--- config.mk ---
export PLATFORM = sky130hd
export DESIGN_NAME = e2r_cordic
export DESIGN_NICKNAME = d
export VERILOG_FILES = /design/src/hdl/e2r_pkg.sv /design/src/hdl/e2r_cordic.sv
export SDC_FILE = /design/constraint.sdc
export NUM_CORES = 2
export LEC_CHECK = 0
export BUFFER_PORTS_ARGS = -buffer_cell sky130_fd_sc_hd__buf_2
export CAP_MARGIN = 20
export CORE_MARGIN = 2
export CORE_UTILIZATION = 65
export DETAILED_ROUTE_END_ITERATION = 8
export PLACE_DENSITY = 0.81
export SETUP_SLACK_MARGIN = 0.02
export SLEW_MARGIN = 10
export SYNTH_ARGS = -nofsm -noshare
export SYNTH_HDL_FRONTEND = slang
export SYNTH_SLANG_ARGS = --single-unit
--- constraint.sdc ---
create_clock -name i_clk -period 6.63 [get_ports i_clk]
set_clock_uncertainty 0.1 [all_clocks]
set_input_delay 0.663 -clock i_clk [delete_from_list [all_inputs] [get_ports i_clk]]
set_output_delay 0.663 -clock i_clk [all_outputs]
set_load 0.005 [all_outputs]
--- src/hdl/e2r_pkg.sv ---
// e2r_pkg: shared constants, types and functions for the Euler angle to
// rotation matrix block. No dependencies.
`default_nettype none
package e2r_pkg;

    localparam int CORDIC_STEPS = 16;
    localparam int ATAN_ENTRIES = 24;
    localparam int N_STEPS = (CORDIC_STEPS < ATAN_ENTRIES) ? CORDIC_STEPS : ATAN_ENTRIES;
    localparam int ANG_W = 16;
    localparam int OUT_W = 16;
    localparam int CW = 33;
    localparam int ZW = 28;
    localparam int PW = 2 * CW;

    localparam logic signed [16:0] DEG360 = 17'sd46080;
    localparam logic signed [16:0] DEG270 = 17'sd34560;
    localparam logic signed [16:0] DEG180 = 17'sd23040;
    localparam logic signed [16:0] DEG90 = 17'sd11520;
    localparam logic signed [CW-1:0] GAIN_Q30 = 33'sd652032874;
    localparam logic signed [OUT_W-1:0] ONE_Q14 = 16'sd16384;

    typedef logic signed [ANG_W-1:0] t_angle;
    typedef logic signed [OUT_W-1:0] t_q14;
    typedef logic signed [CW-1:0] t_q30;
    typedef logic signed [ZW-1:0] t_zang;

    typedef struct packed {
        t_angle yaw_angle;
        t_angle pitch_angle;
        t_angle roll_angle;
    } t_in_item;

    typedef struct packed {
        t_q14 r00; t_q14 r01; t_q14 r02;
        t_q14 r10; t_q14 r11; t_q14 r12;
        t_q14 r20; t_q14 r21; t_q14 r22;
    } t_out_item;

    typedef struct packed {
        t_q30 cs;
        t_q30 sn;
    } t_trig;

    function automatic t_zang atan_q20(input int idx);
        case (idx)
            0: atan_q20 = 28'sd47185920;
            1: atan_q20 = 28'sd27855475;
            2: atan_q20 = 28'sd14718068;
            3: atan_q20 = 28'sd7471121;
            4: atan_q20 = 28'sd3750058;
            5: atan_q20 = 28'sd1876857;
            6: atan_q20 = 28'sd938658;
            7: atan_q20 = 28'sd469357;
            8: atan_q20 = 28'sd234682;
            9: atan_q20 = 28'sd117342;
            10: atan_q20 = 28'sd58671;
            11: atan_q20 = 28'sd29335;
            12: atan_q20 = 28'sd14668;
            13: atan_q20 = 28'sd7334;
            14: atan_q20 = 28'sd3667;
            15: atan_q20 = 28'sd1833;
            16: atan_q20 = 28'sd917;
            17: atan_q20 = 28'sd458;
            18: atan_q20 = 28'sd229;
            19: atan_q20 = 28'sd115;
            20: atan_q20 = 28'sd57;
            21: atan_q20 = 28'sd29;
            22: atan_q20 = 28'sd14;
            default: atan_q20 = 28'sd7;
        endcase
    endfunction

    function automatic t_q30 rnd30(input logic signed [PW-1:0] p);
        logic signed [PW-1:0] s;
        s = p + (PW'(1) <<< 29);
        rnd30 = CW'(s >>> 30);
    endfunction

    function automatic t_q14 to_q14(input logic signed [CW:0] v);
        logic signed [CW:0] r;
        r = (v + (CW+1)'(32768)) >>> 16;
        if (r > (CW+1)'(ONE_Q14)) to_q14 = ONE_Q14;
        else if (r < -(CW+1)'(ONE_Q14)) to_q14 = -ONE_Q14;
        else to_q14 = OUT_W'(r);
    endfunction

endpackage
`default_nettype wire

--- src/hdl/e2r_cordic.sv ---
// e2r_cordic: angle fold and pipelined rotation CORDIC, one step per stage.
// Depends on e2r_pkg.
`default_nettype none
module e2r_cordic (
    input  wire logic            i_clk,
    input  wire logic            i_en,
    input  wire e2r_pkg::t_angle i_angle,
    output e2r_pkg::t_trig       o_trig
);
    localparam int N = e2r_pkg::N_STEPS;

    logic signed [16:0] w_a;
    logic signed [16:0] w_t;
    logic w_neg;
    e2r_pkg::t_q30 r_x [0:N];
    e2r_pkg::t_q30 r_y [0:N];
    e2r_pkg::t_zang r_z [0:N];
    logic r_neg [0:N];

    always_comb begin
        w_a = 17'(i_angle);
        if (w_a < 0) w_a = w_a + e2r_pkg::DEG360;
        w_neg = 1'b0;
        if (w_a <= e2r_pkg::DEG90) begin
            w_t = w_a;
        end else if (w_a < e2r_pkg::DEG270) begin
            w_t = w_a - e2r_pkg::DEG180;
            w_neg = 1'b1;
        end else begin
            w_t = w_a - e2r_pkg::DEG360;
        end
    end

    always_ff @(posedge i_clk) begin
        if (i_en) begin
            r_x[0] <= e2r_pkg::GAIN_Q30;
            r_y[0] <= '0;
            r_z[0] <= e2r_pkg::ZW'(w_t) <<< 13;
            r_neg[0] <= w_neg;
            for (int i = 0; i < N; i++) begin
                r_neg[i+1] <= r_neg[i];
                if (r_z[i] >= 0) begin
                    r_x[i+1] <= r_x[i] - (r_y[i] >>> i);
                    r_y[i+1] <= r_y[i] + (r_x[i] >>> i);
                    r_z[i+1] <= r_z[i] - e2r_pkg::atan_q20(i);
                end else begin
                    r_x[i+1] <= r_x[i] + (r_y[i] >>> i);
                    r_y[i+1] <= r_y[i] - (r_x[i] >>> i);
                    r_z[i+1] <= r_z[i] + e2r_pkg::atan_q20(i);
                end
            end
        end
    end

    assign o_trig.cs = r_neg[N] ? -r_x[N] : r_x[N];
    assign o_trig.sn = r_neg[N] ? -r_y[N] : r_y[N];
endmodule
`default_nettype wire

==> impl.org <==
** Status
- Status :: completed

** Floorplanning
- Area of the core :: 174000 µm²
- For this configuration, the core starts out at a cell density of 0.655.
- The die covers 179000 µm².
- The die is 423 µm tall.
- Number of I/O pins :: 84
- Die boundary width :: 423 µm
- The floorplan has 153 rows.

** Worst hold path
- The worst hold path belongs to the class primary input to register.

** Drt
- DRT Wirelength :: 299000 µm
- Summing over every cut layer, the via total after detailed routing is 92000.
- Vias per cell :: 6.39
- Final ANT Viol Nets :: 0
- After the first detailed-routing iteration, the DRC count stood at 7867.
- The first detailed-routing pass ran for 8 iterations.
- Number of remaining DRC errors :: 0
- Final routed wire length divided by cell count :: 20.8 µm

** Yosys
- Counting flops with a built-in enable in the synthesized netlist gives 1354.
- Net count after synthesis :: about 13000
- Summing every instance area after synthesis gives 114000 µm².
- Fraction of registers with async set or reset after synthesis :: 0
- Top cell type's share of synthesized area :: 0.357
- By area the synthesized netlist is led by sky130_fd_sc_hd__edfxtp_1 (36%), sky130_fd_sc_hd__ha_1 (14%), sky130_fd_sc_hd__xnor2_1 (9.4%).
- In the synthesized netlist the dominant register cell turns out to be sky130_fd_sc_hd__edfxtp_1.
- Largest family of logic cells by synthesized area :: compound AO/OA/AOI/OAI gates
- Total of warnings raised by yosys :: 0
- Counting flops and latches in the post-synthesis netlist gives 1354.
- Fraction of the mapped netlist area in compound gates :: 0.197
- Of the total synthesized cell area, the portion taken by XOR and XNOR cells is 0.138.
- Synthesized area divided by synthesized cell count :: 9.67 µm²
- The cell count after synthesis came out at 11800.
- After synthesis, the share of cell area in mux cells is 0.00894.
- Of the synthesized area, sequential elements account for 0.357.
- Adder-Cell Fraction of Synth Area :: 0.149
- Of the total synthesized cell area, the portion taken by AND, OR, NAND and NOR gates is 0.126.
- Cell variety after synth :: 100
- The synthesized design spends more area on one cell type than any other, namely sky130_fd_sc_hd__edfxtp_1.

** Clock tree
- Clock buffers created by TritonCTS :: 154
- The number of hold buffers added after CTS was 9.
- Number of buffers between clock root and the deepest sink :: 3
- TritonCTS clock tree :: done
- In this run the post-CTS setup repair buffer count came out at 0.
- Root Buffer :: sky130_fd_sc_hd__clkbuf_16
- Gates resized, CTS repair :: 0
- Clock tree synthesis found a total of 1354 sinks.
- The clock reaches the later pin of the worst-skew pair after between 0.8 and 0.9 ns.
- The clock tree synthesis step divided the H-tree into 4 levels.
- Worst-path clk slew :: 0.06 ns

** Placement
- During placement, the flow inserted port buffers numbering 83.
- Routability-driven placement finished with a final weighted congestion of approximately 1.
- Once detailed placement completed, the half-perimeter wirelength came to 235000 µm.

** Global route
- Total routing resource utilization after global routing :: 0.328
- After global routing the overflow that remains totals 0.
- Via count of the first global-routing pass :: 89300
- Entering global routing, the biggest net connects 160 pins.
- Initial antenna violation count :: 1
- Wire length of the first global-routing pass :: 475000 µm

** Worst setup path
- For this run, the slowest stage of the critical path takes 0.71 ns.
- Critical path launch point type :: register
- The worst setup path is of the register to register kind.
- Slowest stage cell, crit path :: sky130_fd_sc_hd__nor4_1
- Of all nets on the critical path, the largest fanout is 5.
- The worst setup path is captured at a register.
- Crit path required time :: 7.09 ns
- Walking the worst path, the cells encountered are nor3_1, nand2b_1, nor4_1, nand2b_1, or4_1, nor4_1, a21oi_1, xor2_1, ha_1, inv_1, o21bai_1, a21oi_1, o21ai_0, a21oi_1, o211ai_1, a21oi_1, o21bai_1, a2111oi_0, xnor2_1.
- Data arrives at the worst endpoint at 6.23 ns.
- The cell that appears most often on the critical path is sky130_fd_sc_hd__a21oi_1.

** Finish
- Area overhead of the layout relative to synthesis :: 7.52%
- The final layout contains about 13000 nets.
- Fraction of final layout cells with drive strength greater than 1 :: 0.0459
- The layout has 12900 filler cells.

** Timing
- F_max :: 0.173 GHz
- Setup repair after global routing left no endpoint under its margin.
- Measured against its own limit, the worst slew margin works out to 0.237.
- Total Negative Setup Slacks :: 0 ns
- Of the available clock period, the critical path in the final layout requires 0.870.
- The count of endpoints failing hold in the final timing report came to 0.
- Pin slew with the least headroom to its limit :: 1.14 ns
- The worst path needs roughly 5.8 ns of the cycle, external delays included.
- Final number of setup-violating endpoints :: 0
- The final number of max-transition violations came to 0.

** Run
- Max-cap violations in this run came to 0.
[cells in the final DEF (no fill, tap or decap), drive strengths merged, types with 35 or more instances in the layout]
master / n
o31ai: 142
nor2: 870
nand2: 680
buf: 170
clkbuf: 171
or3: 88
nor4: 84
a211oi: 96
o21ai: 691
fa: 48
ha: 1284
nor3b: 35
mux2: 39
a21o: 522
xor2: 566
o211ai: 60
o21a: 184
nor3: 281
edfxtp: 1354
xnor2: 1228
a21oi: 1181
or4: 65
nor2b: 148
a21boi: 39
nand2b: 202
nand3: 183
clkinv: 68
inv: 538
and3: 107
mux2i: 58
a31oi: 88
nand4: 72
o41ai: 76
and2: 54
o21bai: 154
[layout make-up]
| class | count | area, µm² | share of cell area |
|---|---|---|---|
| Multi-Input combinational cell | 9731 | 70700 | 0.577 |
| Sequential cell | 1354 | 40700 | 0.332 |
| Clock buffer | 170 | 3910 | 0.0319 |
| Tap cell | 2325 | 2910 | 0.0237 |
| Inverter | 526 | 1970 | 0.0161 |
| Clock inverter | 109 | 1240 | 0.0101 |
| Timing Repair Buffer | 180 | 1190 | 0.00974 |
| Antenna cell | 1 | 2.50 | 0.0000204 |
[registers in the layout, indices dropped and copies added, names as in the netlist]
name   count
r_x      470
r_z      371
r_y      496
r_neg     17
[layer usage]
metal	GRT usage	routed length (µm)	vias to the layer above
met5	0	0	-
li1	-	-	44200
met4	0.143	13600	0
met1	0.408	123000	44100
met3	0.0360	15400	723
met2	0.574	147000	3031
[worst paths after layout]
path,slack [ns],cells past startpoint,endpoint,from
max,0.86,19,r_x[6][31]$_DFFE_PP_,r_y[5][9]$_DFFE_PP_
min reg2reg,0.32,0,r_z[1][13]$_DFFE_PP_,r_z[0][13]$_DFFE_PP_
max reg2reg,0.86,19,r_x[6][31]$_DFFE_PP_,r_y[5][9]$_DFFE_PP_
min,0.16,1,r_z[5][27]$_DFFE_PP_,i_en
[synth_stat cells, types with 95 or more instances]
| library cell | n |
|---|---|
| sky130_fd_sc_hd__xnor2_1 | 1227 |
| sky130_fd_sc_hd__o21bai_1 | 154 |
| sky130_fd_sc_hd__nand2_1 | 680 |
| sky130_fd_sc_hd__clkbuf_1 | 143 |
| sky130_fd_sc_hd__and3_1 | 107 |
| sky130_fd_sc_hd__inv_1 | 519 |
| sky130_fd_sc_hd__a21oi_1 | 1179 |
| sky130_fd_sc_hd__a211oi_1 | 95 |
| sky130_fd_sc_hd__a21o_1 | 522 |
| sky130_fd_sc_hd__edfxtp_1 | 1354 |
| sky130_fd_sc_hd__o21a_1 | 184 |
| sky130_fd_sc_hd__ha_1 | 1284 |
| sky130_fd_sc_hd__o21ai_0 | 662 |
| sky130_fd_sc_hd__nor2b_1 | 148 |
| sky130_fd_sc_hd__xor2_1 | 566 |
| sky130_fd_sc_hd__nand2b_1 | 202 |
| sky130_fd_sc_hd__o31ai_1 | 141 |
| sky130_fd_sc_hd__nand3_1 | 183 |
| sky130_fd_sc_hd__nor3_1 | 278 |
| sky130_fd_sc_hd__nor2_1 | 870 |
[metrics by stage]
step,setup WS [ns],utilization,cells,instance area [µm²],hold slack [ns]
2_1_floorplan,1.27,-,11800,114000,0.300
3_3_place_gp,0.971,0.674,14100,117000,0.300
3_5_place_dp,0.735,0.674,14100,117000,0.305
4_1_cts,0.957,0.704,14400,123000,0.121
5_1_grt,0.347,0.704,14400,123000,0.141
6_report,0.862,0.704,14400,123000,0.164
[critical path, delay by kind of cell (launching register included)]
family / cells / cell delay, ns
AO/OA/AOI/OAI: 9 / 2.06
buffers and inverters: 1 / 0.11
adder cells (fa/ha/maj): 1 / 0.36
AND/OR/NAND/NOR: 6 / 2.11
XOR/XNOR: 2 / 0.30
flip-flops: 1 / 0.47
[kinds of logic (layout without fill, tap and decap cells)]
group / count (synthesis) / after routing
other cells: 0 / 1
flops: 1354 / 1354
xor+xnor: 1795 / 1795
simple gates: 2960 / 2960
buf+inv: 708 / 985
compound gates: 3547 / 3547
mux: 97 / 97
fa+ha+maj: 1332 / 1332
Power is not shown: default switching activity piles up to over one toggle a cycle in this logic, so the estimate is an artifact.
